`src/hw/rtl/qab_pkg.sv`:
```
// Shared types, widths and constants for the Bretschneider quadrilateral area core.
// Holds the CORDIC angle table and the cell state structs; depends on nothing.
package qab_pkg;

  localparam int SIDE_W = 24;
  localparam int ANG_W = 16;
  localparam int AREA_W = 40;

  localparam int PSUM_W = 27;
  localparam int MAG_W = 26;
  localparam int PP1_W = 52;
  localparam int AB_W = 48;
  localparam int P_W = 104;
  localparam int A_W = 96;
  localparam int C2_W = 31;
  localparam int PPC_W = 63;
  localparam int ACS_W = 127;
  localparam int TERM_W = 101;
  localparam int REM_W = 84;
  localparam int ROOT_W = 42;

  localparam int XY_W = 34;
  localparam int Z_W = 30;
  localparam int CORDIC_STEPS = 24;

  localparam logic [ANG_W-1:0] FULL_TURN = 16'd46080;
  localparam logic [ANG_W-1:0] HALF_TURN = 16'd23040;
  localparam logic [ANG_W-1:0] QUARTER_TURN = 16'd11520;

  localparam logic signed [XY_W-1:0] ONE_Q30 = 34'sd1073741824;
  localparam logic signed [XY_W-1:0] CORDIC_GAIN = 34'sd652032874;

  // Rounded atan(2^-i) in units of 2^-20 degree.
  localparam logic [Z_W-1:0] ATAN_TAB [CORDIC_STEPS] = '{
    30'd47185920, 30'd27855475, 30'd14718068, 30'd7471121, 30'd3750058, 30'd1876857,
    30'd938658, 30'd469357, 30'd234682, 30'd117342, 30'd58671, 30'd29335,
    30'd14668, 30'd7334, 30'd3667, 30'd1833, 30'd917, 30'd458,
    30'd229, 30'd115, 30'd57, 30'd29, 30'd14, 30'd7
  };

  // State handed from one CORDIC cell to the next.
  typedef struct packed {
    logic signed [XY_W-1:0] x;
    logic signed [XY_W-1:0] y;
    logic signed [Z_W-1:0] z;
    logic neg;
  } cordic_t;

  // State handed from one square root cell to the next.
  typedef struct packed {
    logic [REM_W-1:0] rem;
    logic [ROOT_W-1:0] root;
    logic ok;
  } sqrt_t;

endpackage

```
`src/hw/rtl/qab_sqrt_cell.sv`:
```
// One bit of the restoring integer square root chain.
// Depends on qab_pkg for the state struct and widths.
module qab_sqrt_cell
  import qab_pkg::*;
#(
  parameter int BIT = 0
) (
  input  logic  clk,
  input  logic  en,
  input  sqrt_t d_in,
  output sqrt_t d_out
);

  sqrt_t cell_r, cell_nxt;
  logic [REM_W-1:0] trial;
  logic ge;

  // Trial term 2*root*2^BIT + 2^(2*BIT); root has no bits at or below BIT yet.
  assign trial = (REM_W'(d_in.root) << (BIT + 1)) | (REM_W'(1) << (2 * BIT));
  assign ge = (d_in.rem >= trial);

  always_comb begin
    cell_nxt = d_in;
    if (ge) begin
      cell_nxt.rem = d_in.rem - trial;
      cell_nxt.root = d_in.root | (ROOT_W'(1) << BIT);
    end
  end

  always_ff @(posedge clk) begin
    if (en) begin
      cell_r <= cell_nxt;
    end
  end

  assign d_out = cell_r;

endmodule

```
`config.mk`:
```
export PLATFORM = sky130hd
export DESIGN_NAME = qab_sqrt_cell
export DESIGN_NICKNAME = d
export VERILOG_FILES = /design/src/hw/rtl/qab_pkg.sv /design/src/hw/rtl/qab_sqrt_cell.sv
export SDC_FILE = /design/constraint.sdc
export NUM_CORES = 1
export LEC_CHECK = 0
export ABC_AREA = 1
export BUFFER_PORTS_ARGS = -buffer_cell sky130_fd_sc_hd__buf_2
export CORE_MARGIN = 8
export CORE_UTILIZATION = 55
export CTS_CLUSTER_DIAMETER = 200
export DETAILED_ROUTE_END_ITERATION = 16
export GPL_TIMING_DRIVEN = 0
export PLACE_DENSITY = 0.82
export SLEW_MARGIN = 20
export SYNTH_ARGS = -nofsm -noshare
export SYNTH_HDL_FRONTEND = slang
export SYNTH_SLANG_ARGS = --single-unit
```
`constraint.sdc`:
```
create_clock -name clk -period 6.8 [get_ports clk]
set_clock_uncertainty 0.1 [all_clocks]
set_input_delay 1.36 -clock clk [delete_from_list [all_inputs] [get_ports clk]]
set_output_delay 1.36 -clock clk [all_outputs]
set_load 0.02 [all_outputs]
```
* Word level (Yosys, flattened, before mapping)
Index checks and enable logic that the tools add are counted.
** Cells by class
- $add $sub $neg :: 1
- $lt $le $gt $ge :: 1
- Multiplexer cells :: 1
** Operators by type and width (number)
- 126-bit 2-to-1 mux :: 1
- 84-bit by 43-bit greater-or-equal comparator with 1-bit output :: 1
- 84-bit by 43-bit subtractor with 84-bit output :: 1
** Storage, ports and cells
- Register bits :: 127
- Input bits :: 129
- Output and inout port bits :: 127

* Logic depth before layout (Yosys ltp)
- Word-level depth :: 2
- Gate-level depth with buffers :: 18
- Mapped depth without buffers :: 18

* Worst setup path before layout
No wires, ideal clock.
- Path type :: input to register
- From :: input d_in[37] in the netlist's numbering
- To :: register cell_r (netlist bit d_out[55]) (data pin)
- Arrival :: 2900 ps
- Path slack :: 3543 ps
- Stages :: 11
- Cells stage by stage :: inv_1 > ha_1 > a21oi_1 > o21ai_1 > a21oi_1 > nand2_1 > a21oi_2 > nand3_4 > inv_6 > buf_6 > o21ai_2
** RTL lines
- start: declaration :: RTL line qab_sqrt_cell.sv:10 : input sqrt_t d_in,
- end signal: assignment :: RTL line qab_sqrt_cell.sv:32 : cell_r <= cell_nxt;
- end: declaration :: RTL line qab_sqrt_cell.sv:14 : sqrt_t cell_r, cell_nxt;

==> flow_metrics.tcl <==
set metrics [dict create \
    status "finished clean" \
    dieHeight_um 155.4 \
    syn_area_sq_um 10680 \
    ctsResizeCount 0 \
    setup_viol 0 \
    syn_inst 1604 \
    synth_nets 1777 \
    yosysWarnings 0 \
    grt_antenna_before_repair 0 \
    hpwl_um 34260 \
    synth.area.mux_share_pct 0 \
    grt_max_degree 67 \
    fin_crit_sh_pct 57.07 \
    async_flop_share_pct 0 \
    cts_num_sinks 127 \
    cp_max_fo 6 \
    chipWidth_um 155.4 \
    clk_pin_slew_ns 0.06 \
    num_vias 11530 \
    p_leak_nw 6.698 \
    worst_path_max_delay_cell "a21oi_1" \
    ir_drop_mv 0.1720 \
    synth_top_family_by_area "simple AND/OR/NAND/NOR gates" \
    yosysTopAreaCell "edfxtp_1" \
    finalMaxSlewViolations 0 \
    drtIter0Drc 1230 \
    synth-simple-area-share_pct 36.63 \
    dieArea_sq_um 24130 \
    finalNetCount 2052 \
    cts_buffers 17 \
    clkPwrFrac_pct 37.2 \
    use_met3_pct 6.935 \
    swShare_pct 33.09 \
    rsz0062_at_grt "false" \
    post_cts.repair.setup_buffers 0 \
    clockBufferDepth 2 \
    p_seq_share_pct 35.5 \
    io_buffers 255 \
    min_period_ns 3.881 \
    core_region_area_sq_um 19270 \
    synth_cell_types 31 \
    required_ns 6.88 \
    final_antenna_net_count 0 \
    cts-hold-fix-buffers 0 \
    setup_tns_ns 0 \
    io_pins 256 \
    post-synth-top-count-cell "nand2_1" \
    synth_top_flop_cell "edfxtp_1" \
    grt_usage_pct 33.85 \
    fmax_mhz 257.7 \
    cp_common_cell "nand2_1" \
    hold_path_class "input pin to register" \
    maxSlewHeadroom_pct 36.73 \
    avgSynthCellArea_sq_um 6.659 \
    grt_pass1_vias 11570 \
    drc 0 \
    p_sw_mw 0.9206 \
    tightest_slew_ns 0.9491 \
    drive_above_1_share_pct 19.41 \
    synth_compound_area_share_pct 6.970 \
    p_per_area_nw_per_um2 214.6 \
    initial_core_util_pct 55.42 \
    viasPerCell 5.345 \
    drtPass1Iterations 6 \
    max_cap_violations 0 \
    grt-ovfl-total 0 \
    ys_top_cells_by_count "nand2_1, inv_1, nor2_1, edfxtp_1, nand3_1" \
    syn_to_final_growth_pct 21.40 \
    p_int_mw 1.862 \
    synth_area_leaders "edfxtp_1, nand2_1, inv_1" \
    path_cells "buf_2 > inv_1 > ha_1 > nand2_1 > nand3_1 > nand3_1 > nand3_1 > nand2_1 > nand2_1 > a21oi_1 > nand3_1 > nand2_1 > nand2_1" \
    ys_ff_latch 127 \
    cts_tree "yes" \
    grt_pass1_wl_um 62040 \
    start_kind "input pin" \
    combPwrFrac_pct 27.3 \
    grt_busiest_layer "met2" \
    synth_edf_count 127 \
    power_mw 2.782 \
    synth-xor-area-share_pct 2.870 \
    ctsHtreeMaxLevel 4 \
    synth_top_area_share_pct 35.71 \
    synth_fa_ha_area_share_pct 5.225 \
    crit_type "input pin to register" \
    synth-seq-area-share_pct 35.71 \
    rows 51 \
    gp_congestion 0.9780 \
    use_met1_pct 40.28 \
    wl_um 41210 \
    end_kind "register" \
    slowest_delay_ns 0.76 \
    arrival_ns 3.97 \
    hold_viol 0 \
    largest_reg_flops 127 \
    root_buffer "clkbuf_16" \
    drt-wirelength-per-cell_um 19.10 \
    grt_use_met2_pct 57.64 \
]
[per-layer routing]
layer / up-vias / routed length (um)
met1: 5268 / 16080
met3: 103 / 3982
met5: - / 0
li1: 5548 / -
met2: 611 / 19310
met4: 0 / 1844
[cell usage in the layout (no fill, tap or decap), types with 5 or more instances in the layout]
cell and n:
a21oi_1 37, a21oi_2 17, buf_2 254, buf_6 11
bufinv_16 5, clkbuf_16 17, clkinv_4 5, edfxtp_1 127
ha_1 43, inv_1 316, nand2_1 619, nand3_1 73
nand3b_1 17, nand4_1 32, nor2_1 168, nor2_2 10
nor3_1 10, nor4_1 6, o21ai_0 18, o21ai_1 11
o21ai_2 26, xnor2_1 32
[per-stage QoR]
step	setup slack [ns]	cell area, sq um	instances	util (%)	hold WS [ns]
after floorplan	3.543	10680	1604	-	1.359
after global routing	2.810	12960	2156	67.27	1.008
after detailed placement	2.511	12320	2125	63.94	1.449
after CTS	2.961	12960	2156	67.27	1.008
final	2.919	12970	2157	67.28	1.018
after global placement	2.661	12290	2124	63.76	1.437
[area by class of cell]
type	instances	area, sq um
fill	1700	6305
multi-input combinational	1143	5522
sequential	127	3814
timing repair buffer	256	1310
inverter	321	1210
clock buffer	18	429.2
tap	265	331.6
clock inverter	13	212.7
buffer	13	135.1
antenna	1	2.502
[critical path: cells and delay by family]
family | cells | cell delay, ns
fa+ha+maj | 1 | 0.39
simple gates | 9 | 1.32
buf+inv | 2 | 0.13
compound gates | 1 | 0.76
[cells by family (layout without fill, tap and decap cells)]
kind of cell             after synthesis  in the layout
AO/OA/AOI/OAI                        114            114
buffers and inverters                334            621
other                                  0              1
XOR/XNOR                              35             35
flip-flops                           127            127
AND/OR/NAND/NOR                      950            950
adder cells (fa/ha/maj)               44             44
[path summary, 6_finish.rpt]
| kind | startpoint | to | slack (ns) | depth (start not counted) |
|---|---|---|---|---|
| worst max-delay path | d_in[2] | d_out[126] | 2.92 | 13 |
| worst min-delay path | d_in[5] | d_out[5] | 1.02 | 1 |
[power by group through the flow]
stage / Clock [mW] / Sequential [mW] / Combinational, mW
6_report: 1.04 / 0.987 / 0.760
5_1_grt: 1.06 / 0.996 / 0.819
4_1_cts: 1.03 / 0.987 / 0.749
3_5_place_dp: 0 / 1.00 / 0.743
3_3_place_gp: 0 / 0.999 / 0.724
2_1_floorplan: 0 / 1.12 / 0.349
Power figures use the tool's default switching activity.
