**config.mk**
```make
export PLATFORM = sky130hd
export DESIGN_NAME = qab_cordic_cell
export DESIGN_NICKNAME = d
export VERILOG_FILES = /design/src/hw/rtl/qab_pkg.sv /design/src/hw/rtl/qab_cordic_cell.sv
export SDC_FILE = /design/constraint.sdc
export NUM_CORES = 1
export LEC_CHECK = 0
export ABC_CLOCK_PERIOD_IN_PS = 7200
export BUFFER_PORTS_ARGS = -buffer_cell sky130_fd_sc_hd__buf_2
export CELL_PAD_IN_SITES_DETAIL_PLACEMENT = 0
export CELL_PAD_IN_SITES_GLOBAL_PLACEMENT = 2
export CORE_AREA = 5 5 169 171
export DETAILED_ROUTE_END_ITERATION = 12
export DIE_AREA = 0 0 174 176
export GPL_TIMING_DRIVEN = 1
export PLACE_DENSITY_LB_ADDON = 0.1
export SLEW_MARGIN = 0
export SYNTH_ARGS = -nofsm -noshare
export SYNTH_HDL_FRONTEND = slang
export SYNTH_SLANG_ARGS = --single-unit
```
**constraint.sdc**
```tcl
create_clock -name clk -period 7.2 [get_ports clk]
set_clock_uncertainty 0.05 [all_clocks]
set_input_delay 0.36 -clock clk [delete_from_list [all_inputs] [get_ports clk]]
set_output_delay 0.36 -clock clk [all_outputs]
set_load 0.1 [all_outputs]
```
**src/hw/rtl/qab_pkg.sv**
```systemverilog
// Shared types, widths and constants for the Bretschneider quadrilateral area core.
// Holds the CORDIC angle table and the cell state structs; depends on nothing.
package qab_pkg;

  localparam int SIDE_W = 24;
  localparam int ANG_W = 16;
  localparam int AREA_W = 40;

  localparam int PSUM_W = 27;
  localparam int MAG_W = 26;
  localparam int PP1_W = 52;
  localparam int AB_W = 48;
  localparam int P_W = 104;
  localparam int A_W = 96;
  localparam int C2_W = 31;
  localparam int PPC_W = 63;
  localparam int ACS_W = 127;
  localparam int TERM_W = 101;
  localparam int REM_W = 84;
  localparam int ROOT_W = 42;

  localparam int XY_W = 34;
  localparam int Z_W = 30;
  localparam int CORDIC_STEPS = 24;

  localparam logic [ANG_W-1:0] FULL_TURN = 16'd46080;
  localparam logic [ANG_W-1:0] HALF_TURN = 16'd23040;
  localparam logic [ANG_W-1:0] QUARTER_TURN = 16'd11520;

  localparam logic signed [XY_W-1:0] ONE_Q30 = 34'sd1073741824;
  localparam logic signed [XY_W-1:0] CORDIC_GAIN = 34'sd652032874;

  // Rounded atan(2^-i) in units of 2^-20 degree.
  localparam logic [Z_W-1:0] ATAN_TAB [CORDIC_STEPS] = '{
    30'd47185920, 30'd27855475, 30'd14718068, 30'd7471121, 30'd3750058, 30'd1876857,
    30'd938658, 30'd469357, 30'd234682, 30'd117342, 30'd58671, 30'd29335,
    30'd14668, 30'd7334, 30'd3667, 30'd1833, 30'd917, 30'd458,
    30'd229, 30'd115, 30'd57, 30'd29, 30'd14, 30'd7
  };

  // State handed from one CORDIC cell to the next.
  typedef struct packed {
    logic signed [XY_W-1:0] x;
    logic signed [XY_W-1:0] y;
    logic signed [Z_W-1:0] z;
    logic neg;
  } cordic_t;

  // State handed from one square root cell to the next.
  typedef struct packed {
    logic [REM_W-1:0] rem;
    logic [ROOT_W-1:0] root;
    logic ok;
  } sqrt_t;

endpackage

```
**src/hw/rtl/qab_cordic_cell.sv**
```systemverilog
// One rotation step of the cosine CORDIC chain.
// Depends on qab_pkg for the state struct and the angle table.
module qab_cordic_cell
  import qab_pkg::*;
#(
  parameter int STEP = 0
) (
  input  logic    clk,
  input  logic    en,
  input  cordic_t d_in,
  output cordic_t d_out
);

  cordic_t cell_r, cell_nxt;
  logic signed [XY_W-1:0] dx, dy;
  logic signed [Z_W-1:0] da;

  // Arithmetic shifts round toward minus infinity.
  assign dx = d_in.y >>> STEP;
  assign dy = d_in.x >>> STEP;
  assign da = signed'(ATAN_TAB[STEP]);

  // Rotate toward zero residual angle.
  always_comb begin
    cell_nxt = d_in;
    if (!d_in.z[Z_W-1]) begin
      cell_nxt.x = d_in.x - dx;
      cell_nxt.y = d_in.y + dy;
      cell_nxt.z = d_in.z - da;
    end else begin
      cell_nxt.x = d_in.x + dx;
      cell_nxt.y = d_in.y - dy;
      cell_nxt.z = d_in.z + da;
    end
  end

  always_ff @(posedge clk) begin
    if (en) begin
      cell_r <= cell_nxt;
    end
  end

  assign d_out = cell_r;

endmodule

```
* Word level (Yosys, flattened, before mapping)
Index checks and enable logic that the tools add are counted.
Widths: inputs -> output; s select.
** Operators by class
- Reduce and logical (&&, ||, !) cells :: 0
- Mux-type cells :: 1
- Shift-type cells :: 0
- Div/mod/pow operators :: 0
- Multipliers :: 0
- Eq/ne operators :: 0
- $lt $le $gt $ge :: 0
- Add/subtract/negate cells :: 5
- Bitwise gates (word level) :: 0
** Operator list (number)
- $mux 98 :: 1
- $sub 34x34->34 :: 2
- $add 34x34->34 :: 1
- $add 30x27->30 const B :: 1
- $sub 30x27->30 const B :: 1
** Word-level totals
- Memory bits (read-only) :: 0
- Bits in latches :: 0
- Memories kept :: 0
- Register bits :: 99
- Bits in writable memories :: 0

* Depth between registers and ports, before layout
- Depth in word-level cells :: 2
- Depth in mapped cells :: 13
- Depth with buffers taken out :: 11

* Worst setup path before layout
OpenSTA, ideal clock, no wires.
- Path kind :: input to register
- From :: in d_in[30] (netlist name)
- To :: reg cell_r, in the netlist d_out[30], data pin
- Buffers on the path :: 3
- Data arrival time :: 2.805 ns
- Cell stages on the path :: 13
- Path slack :: 4.178 ns
- Path through :: clkbuf_1 -> clkinv_1 -> clkbuf_1 -> buf_1 -> ha_1 -> a21o_1 -> a21oi_1 -> o21bai_1 -> a21oi_1 -> o21bai_1 -> a21oi_1 -> nor2_1 -> a211oi_1
** RTL lines
- start, declared :: line qab_cordic_cell.sv:10 : input cordic_t d_in,
- end signal, assigned :: line qab_cordic_cell.sv:39 : cell_r <= cell_nxt;
- end, declared :: line qab_cordic_cell.sv:14 : cordic_t cell_r, cell_nxt;

==> results.sh <==
export IMPL_status="finished, final reports clean"
export IMPL_final_nets=1456
export IMPL_numCtsBuffers=9
export IMPL_cts_tree="built"
export IMPL_required_ps=7270
export IMPL_grt_pass1_vias=8510
export IMPL_arrival_ps=3080
export IMPL_start_util=0.355
export IMPL_power_uw=2640
export IMPL_cp_end_kind="flop"
export IMPL_portBuffers=199
export IMPL_drc=0
export IMPL_viasPerCell=5.44
export IMPL_grt_max_degree=67
export IMPL_clk_pin_slew_ps=100
export IMPL_antenna_found_initial=0
export IMPL_gp_congestion=0.887
export IMPL_layout_drive_gt1_share=0.202
export IMPL_setup_viol=0
export IMPL_core_um2=26700
export IMPL_synth_nets=1289
export IMPL_post_cts_resized=0
export IMPL_crit_type="in -> reg"
export IMPL_max_cap_violations=0
export IMPL_cellLeakagePower_uw=0.00487
export IMPL_synthArstFlopShare=0
export IMPL_largest_reg_flops=98
export IMPL_netlist_area_um2=9500
export IMPL_fin_setup_tns_ps=0
export IMPL_ir_drop_v=0.0000972
export IMPL_diodes=0
export IMPL_synth_top_flop_cell="edfxtp_1"
export IMPL_die_area_um2=30600
export IMPL_cts_setup_buffers=0
export IMPL_synth_cell_types=80
export IMPL_routedWlPerCell_um=20.7
export IMPL_crit_path_max_incr_delay_ps=690
export IMPL_worstPathCellList="buf_2 > inv_1 > ha_1 > nand2_1 > nor2_1 > a21oi_1 > o21a_1 > nor2_1 > o21ai_0 > a32oi_1 > xor2_1"
export IMPL_crit_top_cell="nor2_1"
export IMPL_grt_pass1_wl_um=50500
export IMPL_synth_cells=1077
export IMPL_max_freq_mhz=332
export IMPL_crit_slowest_cell="ha_1"
export IMPL_hold_class="in -> reg"
export IMPL_holdPathStages=1
export IMPL_grt_use_total=0.208
export IMPL_routed_wirelength_um=32900
export IMPL_power_per_cell_area_nw_per_um2=240
export IMPL_yosysTopAreaCellShare=0.310
export IMPL_fp_dieW_um=174
export IMPL_antenna_left=0
export IMPL_h_tree_depth=3
export IMPL_hold_viol=0
export IMPL_grt_setup_unrepaired="false"
export IMPL_num_fill_cells=2771
export IMPL_dieHeight_um=176
export IMPL_crit_fanout=16
export IMPL_synth_edf_count=98
export IMPL_post_route_min_period_ps=3010
export IMPL_vias=8647
export IMPL_seq_area_frac_synth=0.310
export IMPL_cp_start_kind="input pin"
export IMPL_report_final_slew_viol_count=0
export IMPL_core_rowCount=60
export IMPL_netlist_top_cells_count="a21oi_1 (122), ha_1 (107), inv_1 (102), edfxtp_1 (98), nor2_1 (81)"
export IMPL_synth_area_leaders="edfxtp_1 (31%), ha_1 (14%), a21oi_1 (6.4%)"
export IMPL_yosysMostFrequentCell="a21oi_1"
export IMPL_firstDrtPassIters=5
export IMPL_syn_to_final_growth_pct=16.1
export IMPL_relSlewSlack=0.439
export IMPL_clock_sinks=98
export IMPL_critical_path_top_delay_family="simple AND/OR/NAND/NOR gates"
export IMPL_clk_path_buf_depth=2
export IMPL_synth_seq_cells=98
export IMPL_synth_top_cell_by_area="edfxtp_1"
export IMPL_period_share=0.418
export IMPL_ys_warn_count=0
export IMPL_cp_num_cells=11
export IMPL_avgSynthCellArea_um2=8.82
export IMPL_first_iter_violations=728
export IMPL_tightestPinTransition_ps=842
export IMPL_hpwlAfterDp_um=26200
export IMPL_cts_root_buffer="clkbuf_16"
export IMPL_cp_num_buf_inv=2
export IMPL_cts_hold_fix_buffers=0
export IMPL_grt_remaining_overflow=0
export IMPL_io_pins=200
path summary, 6_finish.rpt:
kind / startpoint / endpoint / slack, ps
setup / recovery: d_in[44] / d_out[97]$_DFFE_PP_ / 4190
hold / removal: d_in[15] / d_out[15]$_DFFE_PP_ / 120
layout by cell type (no fill, tap or decap), drive strengths merged, types with 6 or more instances in the layout:
cell	instances
mux2i	18
a211oi	13
inv	111
o21ai	84
nand4	21
edfxtp	98
o211ai	17
xor2	14
buf	203
or3	11
xnor2	57
o31ai	8
nor3	16
nor4	6
ha	107
nor2	82
a21oi	127
clkbuf	9
a21o	26
nand2	58
a31oi	6
o21bai	30
o21a	7
nand3	14
nand2b	9
nor2b	13
cells by family after synthesis:
| kind of cell | count (synthesis) | share of synthesized area |
|---|---|---|
| fa+ha+maj | 111 | 0.149 |
| compound gates | 371 | 0.259 |
| simple gates | 252 | 0.130 |
| xor+xnor | 71 | 0.0655 |
| flops | 98 | 0.310 |
| mux | 18 | 0.0190 |
| buf+inv | 156 | 0.0677 |
metrics by stage:
| step | util | hold slack (ps) | area, µm² | setup WS [ps] | cells |
|---|---|---|---|---|---|
| after floorplan | - | 409 | 9500 | 4180 | 1077 |
| after global placement | 0.401 | 486 | 10700 | 3790 | 1574 |
| after detailed placement | 0.401 | 489 | 10700 | 3890 | 1574 |
| after CTS | 0.413 | 103 | 11000 | 4300 | 1590 |
| after global routing | 0.413 | 99.8 | 11000 | 4050 | 1590 |
| final | 0.413 | 118 | 11000 | 4190 | 1590 |
per-layer routing:
metal / routed length (µm) / track usage / vias to the layer above
li1: - / - / 4221
met1: 15800 / 0.297 / 4103
met5: 0 / 0 / -
met2: 14600 / 0.333 / 294
met4: 566 / 0.0478 / 0
met3: 1890 / 0.0349 / 29
report_power, final:
part	internal [µW]	switching, µW	leakage [µW]
combinational	292	1060	0.00376
clock	250	276	0.000150
sequential	741	22.4	0.000959
cell type report:
type	instances	area, µm²	share of cell area
sequential	98	2940	0.267
inverter	109	409	0.0371
timing repair buffer	203	1030	0.0933
clock inverter	7	81.3	0.00738
clock buffer	9	225	0.0204
tap	341	427	0.0387
multi-input combinational	823	5910	0.536
(Power assumes the default switching activity.)
